[src/rtl/sdw_pkg.sv]
package sdw_pkg;

   localparam int WINDOW_BITS_DEFAULT = 1024;
   localparam int SEQ_W               = 32;
   localparam int BIT_IDX_W           = 6;
   localparam int WORD_W              = 64;
   localparam int BLK_W               = SEQ_W - BIT_IDX_W;
   localparam int REQ_TDATA_W         = 32;
   localparam int RSP_TDATA_W         = 8;

   typedef enum logic [1:0] {
      VERDICT_ACCEPT    = 2'd0,
      VERDICT_DUPLICATE = 2'd1,
      VERDICT_TOO_OLD   = 2'd2
   } verdict_type;

   typedef enum logic [2:0] {
      ST_CLEAR,
      ST_IDLE,
      ST_READ,
      ST_MODIFY,
      ST_DONE
   } state_type;

   // single bit of a bitmap word
   function automatic logic [WORD_W-1:0] onehot_mask(input logic [BIT_IDX_W-1:0] idx);
      onehot_mask = {{(WORD_W-1){1'b0}}, 1'b1} << idx;
   endfunction

   // bits strictly above idx
   function automatic logic [WORD_W-1:0] above_mask(input logic [BIT_IDX_W-1:0] idx);
      above_mask = ({WORD_W{1'b1}} << idx) << 1;
   endfunction

   // bits from 0 up to and including idx
   function automatic logic [WORD_W-1:0] upto_mask(input logic [BIT_IDX_W-1:0] idx);
      upto_mask = ~(({WORD_W{1'b1}} << idx) << 1);
   endfunction

endpackage

[src/rtl/sequence_dedup_window_unit.sv]
// Channel  | Dir | Ports                        | Contents
// ---------+-----+------------------------------+-----------------------------------------
// request  | in  | req_tvalid/tready/tdata[31:0] | seq_number (32b, unsigned, wrapping)
// response | out | rsp_tvalid/tready/tdata[7:0]  | verdict (2b): 0 accept, 1 dup, 2 too old
//
// Per request: equal or too old goes straight to the verdict; behind within the window
// reads and writes back one bitmap word; advance by less than a window reads and writes
// back each bitmap word from the old top word through the new top word; a jump of a
// window or more rewrites all WINDOW_BITS/64 words. The single RAM port pair does each.
// After reset a clearing pass writes zeros to all WINDOW_BITS/64 words; req_tready
// stays low for those cycles. One request is in flight at a time; a finished
// verdict waits in the output register while the next request is accepted.
module sequence_dedup_window_unit #(
   parameter int WINDOW_BITS = sdw_pkg::WINDOW_BITS_DEFAULT
) (
   input  logic                            clock,
   input  logic                            reset,
   input  logic                            req_tvalid,
   output logic                            req_tready,
   input  logic [sdw_pkg::REQ_TDATA_W-1:0] req_tdata,   // [31:0] seq_number
   output logic                            rsp_tvalid,
   input  logic                            rsp_tready,
   output logic [sdw_pkg::RSP_TDATA_W-1:0] rsp_tdata    // [1:0] verdict, [7:2] zero
);

   localparam int WORDS  = WINDOW_BITS / sdw_pkg::WORD_W;
   localparam int ADDR_W = (WORDS > 1) ? $clog2(WORDS) : 1;
   localparam logic [ADDR_W-1:0] LAST_ADDR = ADDR_W'(WORDS - 1);
   localparam logic [sdw_pkg::SEQ_W-1:0] WIN = sdw_pkg::SEQ_W'(WINDOW_BITS);

   // ring slot of a 64-sequence block
   function automatic logic [ADDR_W-1:0] slot_of(input logic [sdw_pkg::BLK_W-1:0] blk);
      slot_of = ADDR_W'(blk % WORDS);
   endfunction

   sdw_pkg::state_type   state_ff, state_in;
   logic                 started_ff, started_in;
   logic                 rsp_valid_ff, rsp_valid_in;
   logic [ADDR_W-1:0]    sweep_ff, sweep_in;
   logic                 jump_ff, jump_in;

   logic [sdw_pkg::SEQ_W-1:0]     top_ff, top_in;
   logic [sdw_pkg::SEQ_W-1:0]     seq_ff, seq_in;
   logic [sdw_pkg::BLK_W-1:0]     cur_ff, cur_in;      // block being rewritten
   logic [sdw_pkg::BIT_IDX_W-1:0] tb_ff, tb_in;        // old top bit index
   logic                          adv_ff, adv_in;      // advance vs. in-window check
   logic                          first_ff, first_in;  // on the old top's word
   sdw_pkg::verdict_type          verdict_ff, verdict_in;
   sdw_pkg::verdict_type          rsp_verdict_ff, rsp_verdict_in;

   logic                          ram_wr_en;
   logic [ADDR_W-1:0]             ram_wr_addr;
   logic [sdw_pkg::WORD_W-1:0]    ram_wr_data;
   logic                          ram_rd_en;
   logic [ADDR_W-1:0]             ram_rd_addr;
   logic [sdw_pkg::WORD_W-1:0]    ram_rd_data;

   logic [sdw_pkg::SEQ_W-1:0]     req_seq;
   logic [sdw_pkg::SEQ_W-1:0]     ahead;
   logic [sdw_pkg::SEQ_W-1:0]     back;
   logic [sdw_pkg::WORD_W-1:0]    clr_mask;
   logic [sdw_pkg::WORD_W-1:0]    set_mask;
   logic                          hit;
   logic                          last_word;

   assign req_seq   = req_tdata[sdw_pkg::SEQ_W-1:0];
   assign ahead     = req_seq - top_ff;
   assign back      = top_ff - req_seq;
   assign hit       = ram_rd_data[seq_ff[sdw_pkg::BIT_IDX_W-1:0]];
   assign last_word = (cur_ff == seq_ff[sdw_pkg::SEQ_W-1:sdw_pkg::BIT_IDX_W]);

   // clear the passed sequences of this word, then set the new one
   always_comb begin
      clr_mask = '0;
      set_mask = '0;
      if (adv_ff) begin
         clr_mask = {sdw_pkg::WORD_W{1'b1}};
         if (first_ff) begin
            clr_mask = clr_mask & sdw_pkg::above_mask(tb_ff);
         end
         if (last_word) begin
            clr_mask = clr_mask & sdw_pkg::upto_mask(seq_ff[sdw_pkg::BIT_IDX_W-1:0]);
         end
      end
      if (last_word) begin
         set_mask = sdw_pkg::onehot_mask(seq_ff[sdw_pkg::BIT_IDX_W-1:0]);
      end
   end

   always_comb begin
      state_in       = state_ff;
      started_in     = started_ff;
      rsp_valid_in   = rsp_valid_ff && !rsp_tready;
      rsp_verdict_in = rsp_verdict_ff;
      sweep_in       = sweep_ff;
      jump_in        = jump_ff;
      top_in         = top_ff;
      seq_in         = seq_ff;
      cur_in         = cur_ff;
      tb_in          = tb_ff;
      adv_in         = adv_ff;
      first_in       = first_ff;
      verdict_in     = verdict_ff;
      ram_wr_en      = 1'b0;
      ram_wr_addr    = slot_of(cur_ff);
      ram_wr_data    = (ram_rd_data & ~clr_mask) | set_mask;
      ram_rd_en      = 1'b0;
      ram_rd_addr    = slot_of(cur_ff);

      case (state_ff)
         sdw_pkg::ST_CLEAR: begin
            // reset pass, or whole-window clear on a large jump
            ram_wr_en   = 1'b1;
            ram_wr_addr = sweep_ff;
            ram_wr_data = '0;
            if (jump_ff &&
                sweep_ff == slot_of(seq_ff[sdw_pkg::SEQ_W-1:sdw_pkg::BIT_IDX_W])) begin
               ram_wr_data = sdw_pkg::onehot_mask(seq_ff[sdw_pkg::BIT_IDX_W-1:0]);
            end
            if (sweep_ff == LAST_ADDR) begin
               sweep_in = '0;
               jump_in  = 1'b0;
               if (jump_ff) begin
                  verdict_in = sdw_pkg::VERDICT_ACCEPT;
                  state_in   = sdw_pkg::ST_DONE;
               end else begin
                  state_in = sdw_pkg::ST_IDLE;
               end
            end else begin
               sweep_in = sweep_ff + ADDR_W'(1);
            end
         end
         sdw_pkg::ST_IDLE: begin
            if (req_tvalid) begin
               seq_in = req_seq;
               if (!started_ff) begin
                  // first request: bitmap is clean, just set its bit
                  started_in = 1'b1;
                  top_in     = req_seq;
                  adv_in     = 1'b0;
                  cur_in     = req_seq[sdw_pkg::SEQ_W-1:sdw_pkg::BIT_IDX_W];
                  state_in   = sdw_pkg::ST_READ;
               end else if (ahead == '0) begin
                  verdict_in = sdw_pkg::VERDICT_DUPLICATE;
                  state_in   = sdw_pkg::ST_DONE;
               end else if (!ahead[sdw_pkg::SEQ_W-1]) begin
                  top_in = req_seq;
                  if (ahead >= WIN) begin
                     jump_in  = 1'b1;
                     state_in = sdw_pkg::ST_CLEAR;
                  end else begin
                     adv_in   = 1'b1;
                     first_in = 1'b1;
                     tb_in    = top_ff[sdw_pkg::BIT_IDX_W-1:0];
                     cur_in   = top_ff[sdw_pkg::SEQ_W-1:sdw_pkg::BIT_IDX_W];
                     state_in = sdw_pkg::ST_READ;
                  end
               end else if (back >= WIN) begin
                  // includes the half-space distance
                  verdict_in = sdw_pkg::VERDICT_TOO_OLD;
                  state_in   = sdw_pkg::ST_DONE;
               end else begin
                  adv_in   = 1'b0;
                  cur_in   = req_seq[sdw_pkg::SEQ_W-1:sdw_pkg::BIT_IDX_W];
                  state_in = sdw_pkg::ST_READ;
               end
            end
         end
         sdw_pkg::ST_READ: begin
            ram_rd_en = 1'b1;
            state_in  = sdw_pkg::ST_MODIFY;
         end
         sdw_pkg::ST_MODIFY: begin
            ram_wr_en = 1'b1;
            if (last_word) begin
               verdict_in = (adv_ff || !hit) ? sdw_pkg::VERDICT_ACCEPT
                                             : sdw_pkg::VERDICT_DUPLICATE;
               state_in   = sdw_pkg::ST_DONE;
            end else begin
               cur_in   = cur_ff + sdw_pkg::BLK_W'(1);
               first_in = 1'b0;
               state_in = sdw_pkg::ST_READ;
            end
         end
         sdw_pkg::ST_DONE: begin
            if (!rsp_valid_ff || rsp_tready) begin
               rsp_valid_in   = 1'b1;
               rsp_verdict_in = verdict_ff;
               state_in       = sdw_pkg::ST_IDLE;
            end
         end
         default: begin
            state_in = sdw_pkg::ST_IDLE;
         end
      endcase
   end

   always_ff @(posedge clock) begin
      if (reset) begin
         state_ff     <= sdw_pkg::ST_CLEAR;
         started_ff   <= 1'b0;
         rsp_valid_ff <= 1'b0;
         sweep_ff     <= '0;
         jump_ff      <= 1'b0;
         top_ff       <= '0;
      end else begin
         state_ff     <= state_in;
         started_ff   <= started_in;
         rsp_valid_ff <= rsp_valid_in;
         sweep_ff     <= sweep_in;
         jump_ff      <= jump_in;
         top_ff       <= top_in;
      end
   end

   always_ff @(posedge clock) begin
      seq_ff         <= seq_in;
      cur_ff         <= cur_in;
      tb_ff          <= tb_in;
      adv_ff         <= adv_in;
      first_ff       <= first_in;
      verdict_ff     <= verdict_in;
      rsp_verdict_ff <= rsp_verdict_in;
   end

   sdw_ram #(
      .WIDTH  (sdw_pkg::WORD_W),
      .DEPTH  (WORDS),
      .ADDR_W (ADDR_W)
   ) u_bitmap (
      .clock   (clock),
      .wr_en   (ram_wr_en),
      .wr_addr (ram_wr_addr),
      .wr_data (ram_wr_data),
      .rd_en   (ram_rd_en),
      .rd_addr (ram_rd_addr),
      .rd_data (ram_rd_data)
   );

   assign req_tready = (state_ff == sdw_pkg::ST_IDLE);
   assign rsp_tvalid = rsp_valid_ff;
   assign rsp_tdata  = {{(sdw_pkg::RSP_TDATA_W-2){1'b0}}, rsp_verdict_ff};

   // one request at a time
   a_one_in_flight: assert property (@(posedge clock) disable iff (reset)
      (req_tvalid && req_tready) |=> !req_tready)
      else $error("request accepted while another is in flight");

   // bitmap only written while a request or the reset pass is being worked
   a_no_idle_write: assert property (@(posedge clock) disable iff (reset)
      (state_ff == sdw_pkg::ST_IDLE || state_ff == sdw_pkg::ST_DONE) |-> !ram_wr_en)
      else $error("bitmap written outside a request");

   // once started, stays started until reset
   a_started_sticky: assert property (@(posedge clock) disable iff (reset)
      started_ff |=> started_ff)
      else $error("started flag dropped");

   // a finished verdict never overwrites one still waiting
   a_hold_done: assert property (@(posedge clock) disable iff (reset)
      (state_ff == sdw_pkg::ST_DONE && rsp_valid_ff && !rsp_tready)
         |=> state_ff == sdw_pkg::ST_DONE)
      else $error("verdict loaded over a pending response");

endmodule

[src/rtl/sdw_ram.sv]
module sdw_ram #(
   parameter int WIDTH  = 64,
   parameter int DEPTH  = 16,
   parameter int ADDR_W = (DEPTH > 1) ? $clog2(DEPTH) : 1
) (
   input  logic              clock,
   input  logic              wr_en,
   input  logic [ADDR_W-1:0] wr_addr,
   input  logic [WIDTH-1:0]  wr_data,
   input  logic              rd_en,
   input  logic [ADDR_W-1:0] rd_addr,
   output logic [WIDTH-1:0]  rd_data
);

   logic [WIDTH-1:0] mem_ff [DEPTH];
   logic [WIDTH-1:0] rd_data_ff;

   always_ff @(posedge clock) begin
      if (wr_en) begin
         mem_ff[wr_addr] <= wr_data;
      end
      if (rd_en) begin
         rd_data_ff <= mem_ff[rd_addr];
      end
   end

   assign rd_data = rd_data_ff;

endmodule
[config.mk]
export PLATFORM = sky130hd
export DESIGN_NAME = sequence_dedup_window_unit
export DESIGN_NICKNAME = d
export VERILOG_FILES = /design/src/rtl/sdw_pkg.sv /design/src/rtl/sequence_dedup_window_unit.sv /design/src/rtl/sdw_ram.sv
export SDC_FILE = /design/constraint.sdc
export NUM_CORES = 2
export LEC_CHECK = 0
export BUFFER_PORTS_ARGS = -buffer_cell sky130_fd_sc_hd__buf_2
export CAP_MARGIN = 20
export CELL_PAD_IN_SITES_DETAIL_PLACEMENT = 1
export CELL_PAD_IN_SITES_GLOBAL_PLACEMENT = 2
export CORE_MARGIN = 5
export CORE_UTILIZATION = 52
export CTS_CLUSTER_DIAMETER = 50
export DETAILED_ROUTE_END_ITERATION = 6
export HOLD_SLACK_MARGIN = 0.02
export PLACE_DENSITY_LB_ADDON = 0.1
export SKIP_CTS_REPAIR_TIMING = 1
export SLEW_MARGIN = 20
export SYNTH_ARGS = -nofsm -noshare
export SYNTH_HDL_FRONTEND = slang
export SYNTH_HIERARCHICAL = 1
export SYNTH_SLANG_ARGS = --single-unit
[constraint.sdc]
create_clock -name clock -period 18.09 [get_ports clock]
set_input_delay 0 -clock clock [delete_from_list [all_inputs] [get_ports clock]]
set_output_delay 0 -clock clock [all_outputs]
set_load 0.01 [all_outputs]
==> metrics.yaml <==
status:
  outcome: "finished clean"
synthesis:
  netlist.top_cell.by_area: "edfxtp_1"
  synthFlopType: "edfxtp_1"
  synth.most_common_cell: "edfxtp_1"
  synth.yosys.seq_area_share_pct: 67.77
  post_synth_top_cells: "edfxtp_1 (1158), mux4_2 (277), nand2_1 (235), a21oi_1 (188), nor2_1 (159)"
  yosysTopAreaCellShare_pct: 66.17
  synth_warnings: 6
  postSynthRegisterBits: 1200
  asyncSetResetFlopFracSynth_pct: 0
  postSynthCellCount: 3285
  yosys-top-cells-area: "edfxtp_1 (66%), mux4_2 (12%), a22oi_1 (2.0%), a21oi_1 (1.8%), nand2_1 (1.7%)"
  synthDistinctLibCells: 79
  post_synth_instance_area_mm2: 0.05255
  synth_enable_flop_cells: 1158
  postSynthAreaPerCell_um2: 16.00
drt:
  via_per_inst: 6.667
  wirelength_um: 159400
  dr_total_vias: 32140
  drc_viols: 0
  detail_route.iter0.violations: 3293
  final_antenna_net_count: 0
  avgRoutedWirePerCell_um: 33.06
  drt_pre_antenna_iters: 6
die:
  fp.dieH_um: 327.9
  floorplan.io_pins: 46
  chipWidth_um: 327.9
  initial_core_utilization_pct: 52.48
  rows: 116
  core_area_mm2: 0.1001
  die-area_mm2: 0.1075
timing:
  setup_tns_ns: 0
  post-route-min-period_ns: 4.906
  timing_hold_violations_final: 0
  whs_ns: 0.05981
  timing_max_transition_violations_final: 0
  fmax_mhz: 203.9
  finalCritPeriodShare_pct: 27.12
  worst_pin_slew_ns: 1.221
  postLayoutSetupSlackWorst_ns: 13.18
  finalSetupViolations: 0
  timing.max_slew.rel_slack_pct: 18.61
  finalClockSkew_ns: 0.02663
  grt_setup_unrepaired: "no"
power:
  cellLeakagePower_nw: 20.52
  peakVddDrop_v: 0.0001085
  overall_power_of_the_completed_layout_mw: 5.908
  power_density_mw_per_mm2: 99.68
finish:
  layout.filler_cells: 9033
  final-seq-area_mm2: 0.03561
  multiInputGateArea_mm2: 0.01602
  final_cells: 4820
  nNetsFinal: 3511
  share_of_cells_above_drive_strength_1_pct: 19.12
  syn_to_final_growth_pct: 12.79
placement:
  dp_slack_ns: 13.24
  place.gp.congestion: 0.9312
  dp.final_hpwl_um: 94420
  place.port_buffers: 39
  dp_cells: 4535
setup_path:
  critical_path.max_fanout: 23
  crit_type: "reg -> reg"
  critical_path.slowest_cell: "a211oi_1"
  rr_startpoint: "top_ff[4]"
  critPathMaxStageDelay_ns: 0.79
  timing.critical_path.from_type: "flop"
  worst-r2r-cell-count: 11
  critical_path_arrival_ns: 5.55
  reg2reg_setup_slack_ns: 13.18
  capturing_point_of_the_worst_reg2reg_path: "top_ff[18]"
  timing.critical_path.to_type: "flop"
  critPathRequiredTime_ns: 18.73
  cp_cell_sequence: "ha_1 > a21oi_1 > o21ai_0 > a211oi_1 > o2111ai_1 > a311oi_2 > xor2_1 > o21ai_1 > a21oi_4 > buf_4 > mux2i_1"
clocking:
  root_buffer: "clkbuf_16"
  worstSkewPairLatency_ns: 0.74
  cts.htree.levels: 4
  cts_sinks: 1200
  cts.reportedPaths.clkPinSlew_ns: 0.06
  cts_tree: "built"
  cts_made_buffers: 135
  cts-root-to-sink-buffers: 3
hold_path:
  holdCritStartpoint: "req_tdata[16]"
  hold-path-cell-count: 2
  min-delay-path-class: "in -> reg"
  whs_endpoint: "seq_ff[16]"
global_routing:
  gr-usage-all-layers_pct: 29.60
  grt_first_pass_wirelength_um: 232200
  number_of_antenna_violations_at_the_first_check_in_global_routing: 3
  number_of_global_route_vias_before_repair: 32970
  grt_start_max_net_pins: 106
  grt_remaining_overflow: 0
flow_run:
  cap_violations: 0
==> registers in the layout, indices dropped and copies added (netlist names) <==
| signal | flops |
|---|---|
| jump_ff | 1 |
| first_ff | 1 |
| u_bitmap/mem_ff | 1024 |
| rsp_tvalid | 1 |
| tb_ff | 6 |
| rsp_verdict_ff | 2 |
| seq_ff | 32 |
| state_ff | 3 |
| verdict_ff | 2 |
| u_bitmap/rd_data | 64 |
| sweep_ff | 4 |
| adv_ff | 1 |
| started_ff | 1 |
| top_ff | 32 |
| cur_ff | 26 |
==> worst max-delay path: cells and delay by family (launching register included) <==
kind            cells  cell delay (ns)
flops               1             0.33
xor+xnor            1             0.54
fa+ha+maj           1             0.42
buf+inv             1             0.49
compound gates      7             2.70
mux                 1             0.27
==> per-stage QoR <==
step	instance area, um^2	util [%]
after floorplan	52570	-
after global placement	54490	54.41
after detailed placement	54490	54.41
after CTS	58780	58.70
after global routing	59260	59.18
final	59270	59.19
==> cell families (layout without fill, tap and decap cells) <==
family,Yosys count,count (layout),share of synthesized area [%]
compound gates,640,640,7.878
xor+xnor,81,81,1.350
fa+ha+maj,64,64,1.524
buf+inv,283,512,2.407
flops,1200,1200,67.77
mux,317,317,12.64
other cells,1,9,0.007136
simple gates,699,699,6.424
==> worst max path at each step <==
stage                                 end         from  slack, ns
floorplan           u_bitmap/mem_ff[0][0]  state_ff[2]      11.09
global placement               top_ff[17]    top_ff[4]      13.44
detailed placement             top_ff[18]    top_ff[4]      13.24
CTS                            top_ff[18]    top_ff[4]      13.18
global route                   cur_ff[10]    top_ff[4]      12.94
finish                         top_ff[18]    top_ff[4]      13.18
==> metal layers <==
metal	up-vias	global-route usage [%]	share of wire [%]
li1	13340	-	-
met1	17030	42.80	42
met2	1484	47.49	48
met3	286	4.309	7.5
met4	2	8.899	3.0
met5	-	0	0.0063
==> layout by cell type, fill, tap and decap left out, drive strengths merged, types with 20 or more instances in the layout <==
cell type	netlist	routed
a21oi	189	189
a22oi	138	138
buf	78	147
clkbuf	122	176
clkinv	2	51
dfxtp	42	42
dlygate4sd3	0	37
edfxtp	1158	1158
ha	64	64
inv	81	92
mux2i	37	37
mux4	277	277
nand2	235	235
nand2b	81	81
nand3	51	51
nand4	20	20
nor2	159	159
nor2b	20	20
nor3	29	29
nor4	20	20
o211ai	25	25
o21ai	113	113
o22ai	28	28
xnor2	42	42
xor2	39	39
==> report_power, final <==
part,leakage (nW),internal (mW),total (mW),switching (mW)
Combinational,6.48,0.0592,0.191,0.132
Clock,2.08,1.54,2.64,1.10
Sequential,12.0,3.07,3.08,0.0138
==> final cells by class <==
cell class              count  share of cell area [%]
diodes                      3                 0.01267
flip-flops and latches   1200                   60.09
multi-input cells        1807                   27.03
clock buffers             176                   6.246
inverters                  83                  0.5256
well taps                1298                   2.740
clock inverters            69                  0.9964
repair buffers            184                   2.364
Note: power is estimated with default switching activity, not from simulation.
